[src/rtl/core/fcca_pkg.sv]
`default_nettype none
package fcca_pkg;

	localparam int NUM_CLUSTERS = 1024;
	localparam int AW = $clog2(NUM_CLUSTERS);
	localparam int SW = AW + 1;
	localparam int KIND_W = 3;
	localparam int CL_W = 10;
	localparam int STATUS_W = 2;
	localparam int VAL_W = 11;
	localparam int CNT_W = 11;
	localparam int RES_W = 5;

	localparam logic [VAL_W-1:0] END_MARK = '1;
	localparam logic [RES_W-1:0] RESERVED_RST = RES_W'(3);

	localparam logic [STATUS_W-1:0] ST_OK = STATUS_W'(0);
	localparam logic [STATUS_W-1:0] ST_FULL = STATUS_W'(1);
	localparam logic [STATUS_W-1:0] ST_BROKEN = STATUS_W'(2);

	localparam logic [KIND_W-1:0] K_ALLOC = KIND_W'(0);
	localparam logic [KIND_W-1:0] K_EXTEND = KIND_W'(1);
	localparam logic [KIND_W-1:0] K_FREE_CHAIN = KIND_W'(2);
	localparam logic [KIND_W-1:0] K_FREE_ONE = KIND_W'(3);
	localparam logic [KIND_W-1:0] K_COUNT = KIND_W'(4);
	localparam logic [KIND_W-1:0] K_READ = KIND_W'(5);
	localparam logic [KIND_W-1:0] K_FORMAT = KIND_W'(6);

	typedef enum logic [3:0] {
		OP_ALLOC,
		OP_EXTEND,
		OP_FREE_CHAIN,
		OP_FREE_ONE,
		OP_COUNT,
		OP_READ,
		OP_FORMAT,
		OP_NOP,
		OP_FULL,
		OP_BROKEN
	} op_t;

	typedef struct packed {
		op_t op;
		logic [AW-1:0] cl;
	} cmd_t;

	typedef struct packed {
		logic valid;
		cmd_t cmd;
	} qhead_t;

	typedef enum logic [2:0] {
		S_CLEAR,
		S_IDLE,
		S_RD,
		S_EV,
		S_LINK,
		S_FMT,
		S_RESP
	} state_t;

endpackage
`default_nettype wire

[src/rtl/core/fcca_ifs.sv]
`default_nettype none
interface fcca_in_if import fcca_pkg::*; ();
	logic valid;
	logic ready;
	logic [KIND_W-1:0] kind;
	logic [CL_W-1:0] cluster;
	modport source (output valid, kind, cluster, input ready);
	modport sink (input valid, kind, cluster, output ready);
endinterface

`default_nettype wire

[src/rtl/core/fcca_front.sv]
`default_nettype none
module fcca_front import fcca_pkg::*; (
	input wire logic clk,
	input wire logic arst_n,
	fcca_in_if.sink in_ch,
	output qhead_t head,
	input wire logic pop
);
	cmd_t ent_q [2];
	logic wr_ptr_q;
	logic rd_ptr_q;
	logic [1:0] cnt_q;
	logic push;
	logic in_range;
	cmd_t cmd;

	assign in_ch.ready = (cnt_q != 2'd2);
	assign push = in_ch.valid && in_ch.ready;
	assign in_range = (32'(in_ch.cluster) < NUM_CLUSTERS);

	// classify the command, settling out-of-range cases here
	always_comb begin
		cmd.cl = AW'(in_ch.cluster);
		case (in_ch.kind)
			K_ALLOC: cmd.op = OP_ALLOC;
			K_EXTEND: cmd.op = in_range ? OP_EXTEND : OP_FULL;
			K_FREE_CHAIN: cmd.op = in_range ? OP_FREE_CHAIN : OP_BROKEN;
			K_FREE_ONE: cmd.op = in_range ? OP_FREE_ONE : OP_NOP;
			K_COUNT: cmd.op = OP_COUNT;
			K_READ: cmd.op = in_range ? OP_READ : OP_NOP;
			K_FORMAT: cmd.op = OP_FORMAT;
			default: cmd.op = OP_NOP;
		endcase
	end

	always_ff @(posedge clk) begin
		if (push) begin
			ent_q[wr_ptr_q] <= cmd;
		end
	end

	always_ff @(posedge clk or negedge arst_n) begin
		if (!arst_n) begin
			wr_ptr_q <= 1'b0;
			rd_ptr_q <= 1'b0;
			cnt_q <= 2'd0;
		end else begin
			if (push) begin
				wr_ptr_q <= ~wr_ptr_q;
			end
			if (pop) begin
				rd_ptr_q <= ~rd_ptr_q;
			end
			cnt_q <= cnt_q + 2'(push) - 2'(pop);
		end
	end

	assign head.valid = (cnt_q != 2'd0);
	assign head.cmd = ent_q[rd_ptr_q];
endmodule
`default_nettype wire

[src/flat_wrapper.sv]
// flat-port wrapper written by rule: the top's interface ports become plain ports
module fcca_front_flat import fcca_pkg::*;
  (clk, arst_n, head, pop, in_ch_valid, in_ch_kind, in_ch_cluster, in_ch_ready);
  fcca_in_if in_ch_i ();
  input wire logic clk;
  input wire logic arst_n;
  output qhead_t head;
  input wire logic pop;
  input wire logic [$bits(in_ch_i.valid)-1:0] in_ch_valid;
  input wire logic [$bits(in_ch_i.kind)-1:0] in_ch_kind;
  input wire logic [$bits(in_ch_i.cluster)-1:0] in_ch_cluster;
  output wire logic [$bits(in_ch_i.ready)-1:0] in_ch_ready;
  assign in_ch_i.valid = in_ch_valid;
  assign in_ch_i.kind = in_ch_kind;
  assign in_ch_i.cluster = in_ch_cluster;
  assign in_ch_ready = in_ch_i.ready;
  fcca_front u_core (.clk(clk), .arst_n(arst_n), .in_ch(in_ch_i), .head(head), .pop(pop));
endmodule
[config.mk]
export PLATFORM = sky130hd
export DESIGN_NAME = fcca_front_flat
export DESIGN_NICKNAME = d
export VERILOG_FILES = /design/src/rtl/core/fcca_pkg.sv /design/src/rtl/core/fcca_ifs.sv /design/src/rtl/core/fcca_front.sv /design/src/flat_wrapper.sv
export SDC_FILE = /design/constraint.sdc
export NUM_CORES = 1
export LEC_CHECK = 0
export BUFFER_PORTS_ARGS = -buffer_cell sky130_fd_sc_hd__buf_2
export CAP_MARGIN = 15
export CELL_PAD_IN_SITES_DETAIL_PLACEMENT = 1
export CELL_PAD_IN_SITES_GLOBAL_PLACEMENT = 1
export CORE_UTILIZATION = 40
export DETAILED_ROUTE_END_ITERATION = 7
export PLACE_DENSITY = 0.86
export SLEW_MARGIN = 5
export SYNTH_ARGS = -nofsm -noshare
export SYNTH_HDL_FRONTEND = slang
export SYNTH_SLANG_ARGS = --single-unit
[constraint.sdc]
create_clock -name clk -period 2.2 [get_ports clk]
set_clock_uncertainty 0.2 [all_clocks]
set_input_delay 0.22 -clock clk [delete_from_list [all_inputs] [get_ports clk]]
set_output_delay 0.22 -clock clk [all_outputs]
set_load 0.05 [all_outputs]
# Word-level counts from Yosys, hierarchy flattened
# Memories as Yosys holds them, arrays and structs flattened.
# Index checks and enable logic that the tools add are counted.
# W data, S select, Z words.
[word_totals]
reg_bits = 4
ram_bits = 26
inputBits = 17
out_inout_bits = 16
wordCells = 21
mem_count = 1
[op_classes]
add_sub_neg = 2
n_eq_ne = 7
mux = 3
n_bitwise = 2
n_reduce_logical = 3
[memory_table]
columns = ["name", "depth", "width", "read_ports", "rd_clocked_by_memory_dff", "wr", "line", "text"]
rows = [
  ["u_core.ent_q", 2, 13, 1, 0, 1, "fcca_front.sv:9", "cmd_t ent_q [2];"],
]
[ops]
columns = ["operator", "n"]
rows = [
  ["$pmux W3 S7", 1],
  ["$eq A3 B3 Y1 const B", 3],
  ["$eq A3 B2 Y1 const B", 2],
  ["$eq A3 B1 Y1 const B", 1],
  ["$logic_not A3 Y1", 1],
  ["$add A2 B1 Y2", 1],
  ["$mux W1", 2],
  ["$ne A2 B2 Y1 const B", 1],
  ["$not A1 Y1", 2],
  ["$reduce_bool A2 Y1", 1],
  ["$sub A2 B1 Y2", 1],
  ["$logic_and A1 B1 Y1", 1],
]

# Longest topological paths before layout
[logic_depth]
depth_word = 4
depth_mapped = 6
ltp_nobuf = 6

# Worst setup path before layout
# OpenSTA, ideal clock, no wires.
[synth_timing]
kind = "register to register"
start = "reg u_core.cnt_q[1]"
end = "mem u_core.ent_q[0][0] (netlist name) (enable)"
setup_ps = 382
arrival_ps = 1583
t_required_ps = 1618
setup_slack_ps = 34
stages_incl_launch_ff = 4
n_path_buf = 0
synth_period_minus_slack_ps = 2166
path_cell_list = "dfrtp_1 nand2b_1 nand2_1 nor2_1"
[synth_between]
elab_chain_cells = 4
[synth_lines]
columns = ["element", "line", "text"]
rows = [
  ["start: declaration", "fcca_front.sv:12", "logic [1:0] cnt_q;"],
  ["start signal: assignment", "fcca_front.sv:54", "cnt_q <= cnt_q + 2'(push) - 2'(pop);"],
  ["$ne A2 B2 Y1", "fcca_front.sv:17", "assign in_ch.ready = (cnt_q != 2'd2);"],
  ["named net in_ch_ready", "flat_wrapper.sv:12", "output wire logic [$bits(in_ch_i.ready)-1:0] in_ch_ready;"],
  ["$logic_and A1 B1 Y1", "fcca_front.sv:18", "assign push = in_ch.valid && in_ch.ready;"],
  ["$mux W1", "fcca_front.sv:37", "if (push) begin"],
  ["$mux W1 (implied by the code)", "fcca_front.sv:38", "ent_q[wr_ptr_q] <= cmd;"],
  ["end: declaration", "fcca_front.sv:9", ""],
]
# The timed path passes the listed nets, and every way through them passes these cells.

==> summary.txt <==
run status: complete, no violations
nets@finish: 131
Seq/Total Area, Yosys: 76.0%
R2R Setup Slk: 0.53 ns
most frequent cells after synthesis: 26 x edfxtp_1, 13 x mux2_2, 4 x dfrtp_1
Leakage: 0.000615 uW
crit path to: head[7]
initial core utilization: 42.0%
final-report setup violation count: 0
Routed WL: 2050 um
Tmin final: 2.07 ns
worst r2r src: u_core.cnt_q[1]
Die ar.: 3120 um2
total setup buffers inserted after CTS: 0
Pre-Repair DR Iteration Count: 3
DR vias: 662
FF-to-FF End: u_core.ent_q[1][4]
ant diodes: 0
fillers: 282
GR Util All Layers: 15.4%
clock buffer count from CTS: 5
WL/cell: 14.3 um
Syn Inst Count: 63
largest net degree at the start of global routing: 15
IO Port Bufs: 31
antenna violations before repair: 0
Reg clk slew, reported paths: 0.08 ns
Setup TNS: 0 ns
Final Hold Fails: 0
crit start category: flip-flop
Detail Route Antenna Nets: 0
clk_lat worst skew: 0.31 ns
Crit path arrival time: 1.65 ns
Main synth FF type: edfxtp_1
IO Pins: 33
area grow syn2layout: 32.0%
reg2reg path depth: 2
cts hold-fix bufs: 15
Core Box Area: 2760 um2
Post-Syn Nets: 82
wl on met1: 830 um
relative slew slack: 58.2%
post-CTS resize count: 0
YS warnings: 0
fraction of registers with async set/reset: 13.3%
Critical Path, Cell by Cell: mux2_2, buf_2
cell area after layout: 1530 um2
CTS Buffer Depth: 2
H-tree levels: 2
first-pass GRT wire length: 3440 um
die height: 55.8 um
post-synth top area cell: edfxtp_1
vias in the first global route: 759
GRT Residual Overflow: 0
min-delay worst type: in2reg
Root Buffer: clkbuf_4
Post-DP HPWL: 1270 um
data required time of the critical path: 1.78 ns
synthesis-stage register bit count: 30
top achievable clock speed: 482 MHz
Residual DRC: 0
Die X: 55.8 um
Avg Synthesized Cell Area: 18.4 um2
pwr/cell area: 1380 nW/um2
RSZ-0062 raised after global routing: false
DRT iter0 DRCs: 5
placed cell area: 1330 um2
CTS tree: done
WL met3: 130 um
Via-to-Cell Ratio: 4.60
Slew Viols, Final: 0
Peak VDD IR: 889 uV
Max FO, Critical Path: 14
crit end category: output port
uppermost layer routed: met4
top cells by area, synth: edfxtp_1 67%, mux2_2 13%, dfrtp_1 8.6%
Post-synth EDFFs: 26
post-synth top area share: 67.4%
slowest stage delay, CP: 0.72 ns
Slew @ Worst Pin: 0.628 ns
Synth cell types: 16
most numerous cell in the Yosys netlist: edfxtp_1
Max Cap Viol: 0
Critical Path Source: u_core.rd_ptr_q
gp weighted congestion: 0.578
Cell Rows: 19
share of layout cells above drive strength 1: 45.1%
Final period util: 94.3%
metal2 WL: 1060 um
Post-Syn Area: 1160 um2
CP max stage cell: dfrtp_1
Num Clock Sinks: 30
CP Class: reg2out
==> sequential cells by signal, indices dropped and copies added (netlist names) <==
name	cells
u_core.ent_q	26
u_core.rd_ptr_q	1
u_core.wr_ptr_q	1
u_core.cnt_q	2
==> cells in the final DEF (no fill, tap or decap), types with 2 or more instances in the layout <==
cell            n
buf_2          31
mux2_2         13
edfxtp_1       26
clkbuf_1        3
dlygate4sd3_1  15
xnor2_1         3
dfrtp_1         4
inv_1           3
ha_1            2
clkbuf_4        5
==> worst max-delay path: cells and delay by family, from the launching register on <==
kind,cells,cell delay (ns)
buffers and inverters,1,0.21
DFF,1,0.72
muxes,1,0.41
==> final cells by class <==
cell class | count | area (um2) | share of cell area [%]
inverters | 3 | 11.3 | 0.736
repair buffers | 47 | 313 | 20.5
well taps | 31 | 38.8 | 2.54
multi-input cells | 25 | 236 | 15.5
flip-flops and latches | 30 | 881 | 57.6
clock buffers | 8 | 48.8 | 3.19
==> worst min-delay path by stage <==
stage                      startpoint               to  slack (ns)  cells past startpoint
final                     in_ch_valid  u_core.wr_ptr_q        0.02                      3
after global routing      in_ch_valid  u_core.wr_ptr_q       0.002                      3
after floorplan                arst_n  u_core.cnt_q[0]       -0.28                      0
after detailed placement       arst_n  u_core.wr_ptr_q       -0.17                      1
after global placement         arst_n  u_core.cnt_q[0]       -0.17                      1
after CTS                 in_ch_valid  u_core.wr_ptr_q       0.006                      3
==> report_power, final <==
part / total, uW / switching, uW / internal (uW)
sequential: 880 / 93.0 / 787
clock: 292 / 164 / 127
combinational: 943 / 650 / 294
total: 2120 / 907 / 1210
==> through the flow <==
stage / worst slack (ns) / util, % / hold slack (ns) / total power, uW / cells
CTS: 0.0981 / 55.4 / 0.00610 / 2140 / 144
global route: 0.0299 / 55.4 / 0.00153 / 2220 / 144
floorplan: 0.0344 / - / -0.276 / 1630 / 63
detailed placement: 0.465 / 48.2 / -0.166 / 1820 / 121
finish: 0.125 / 55.4 / 0.0225 / 2120 / 144
global placement: 0.469 / 48.2 / -0.169 / 1790 / 121
==> cell families (layout without fill, tap and decap cells) <==
logic type | Yosys count | count (layout) | synth area share, %
other cells | 1 | 1 | 0.324
simple gates | 5 | 5 | 2.27
flops | 30 | 30 | 76.0
xor+xnor | 4 | 4 | 3.02
mux | 13 | 13 | 12.6
buf+inv | 8 | 58 | 3.56
fa+ha+maj | 2 | 2 | 2.16
==> per-layer routing <==
metal  vias up  global-route usage, %
met5         -                      0
met4         0                   7.32
met3         5                   6.28
met2        24                   25.6
met1       313                   17.1
li1        320                      -
Power figures use the tool's default switching activity.
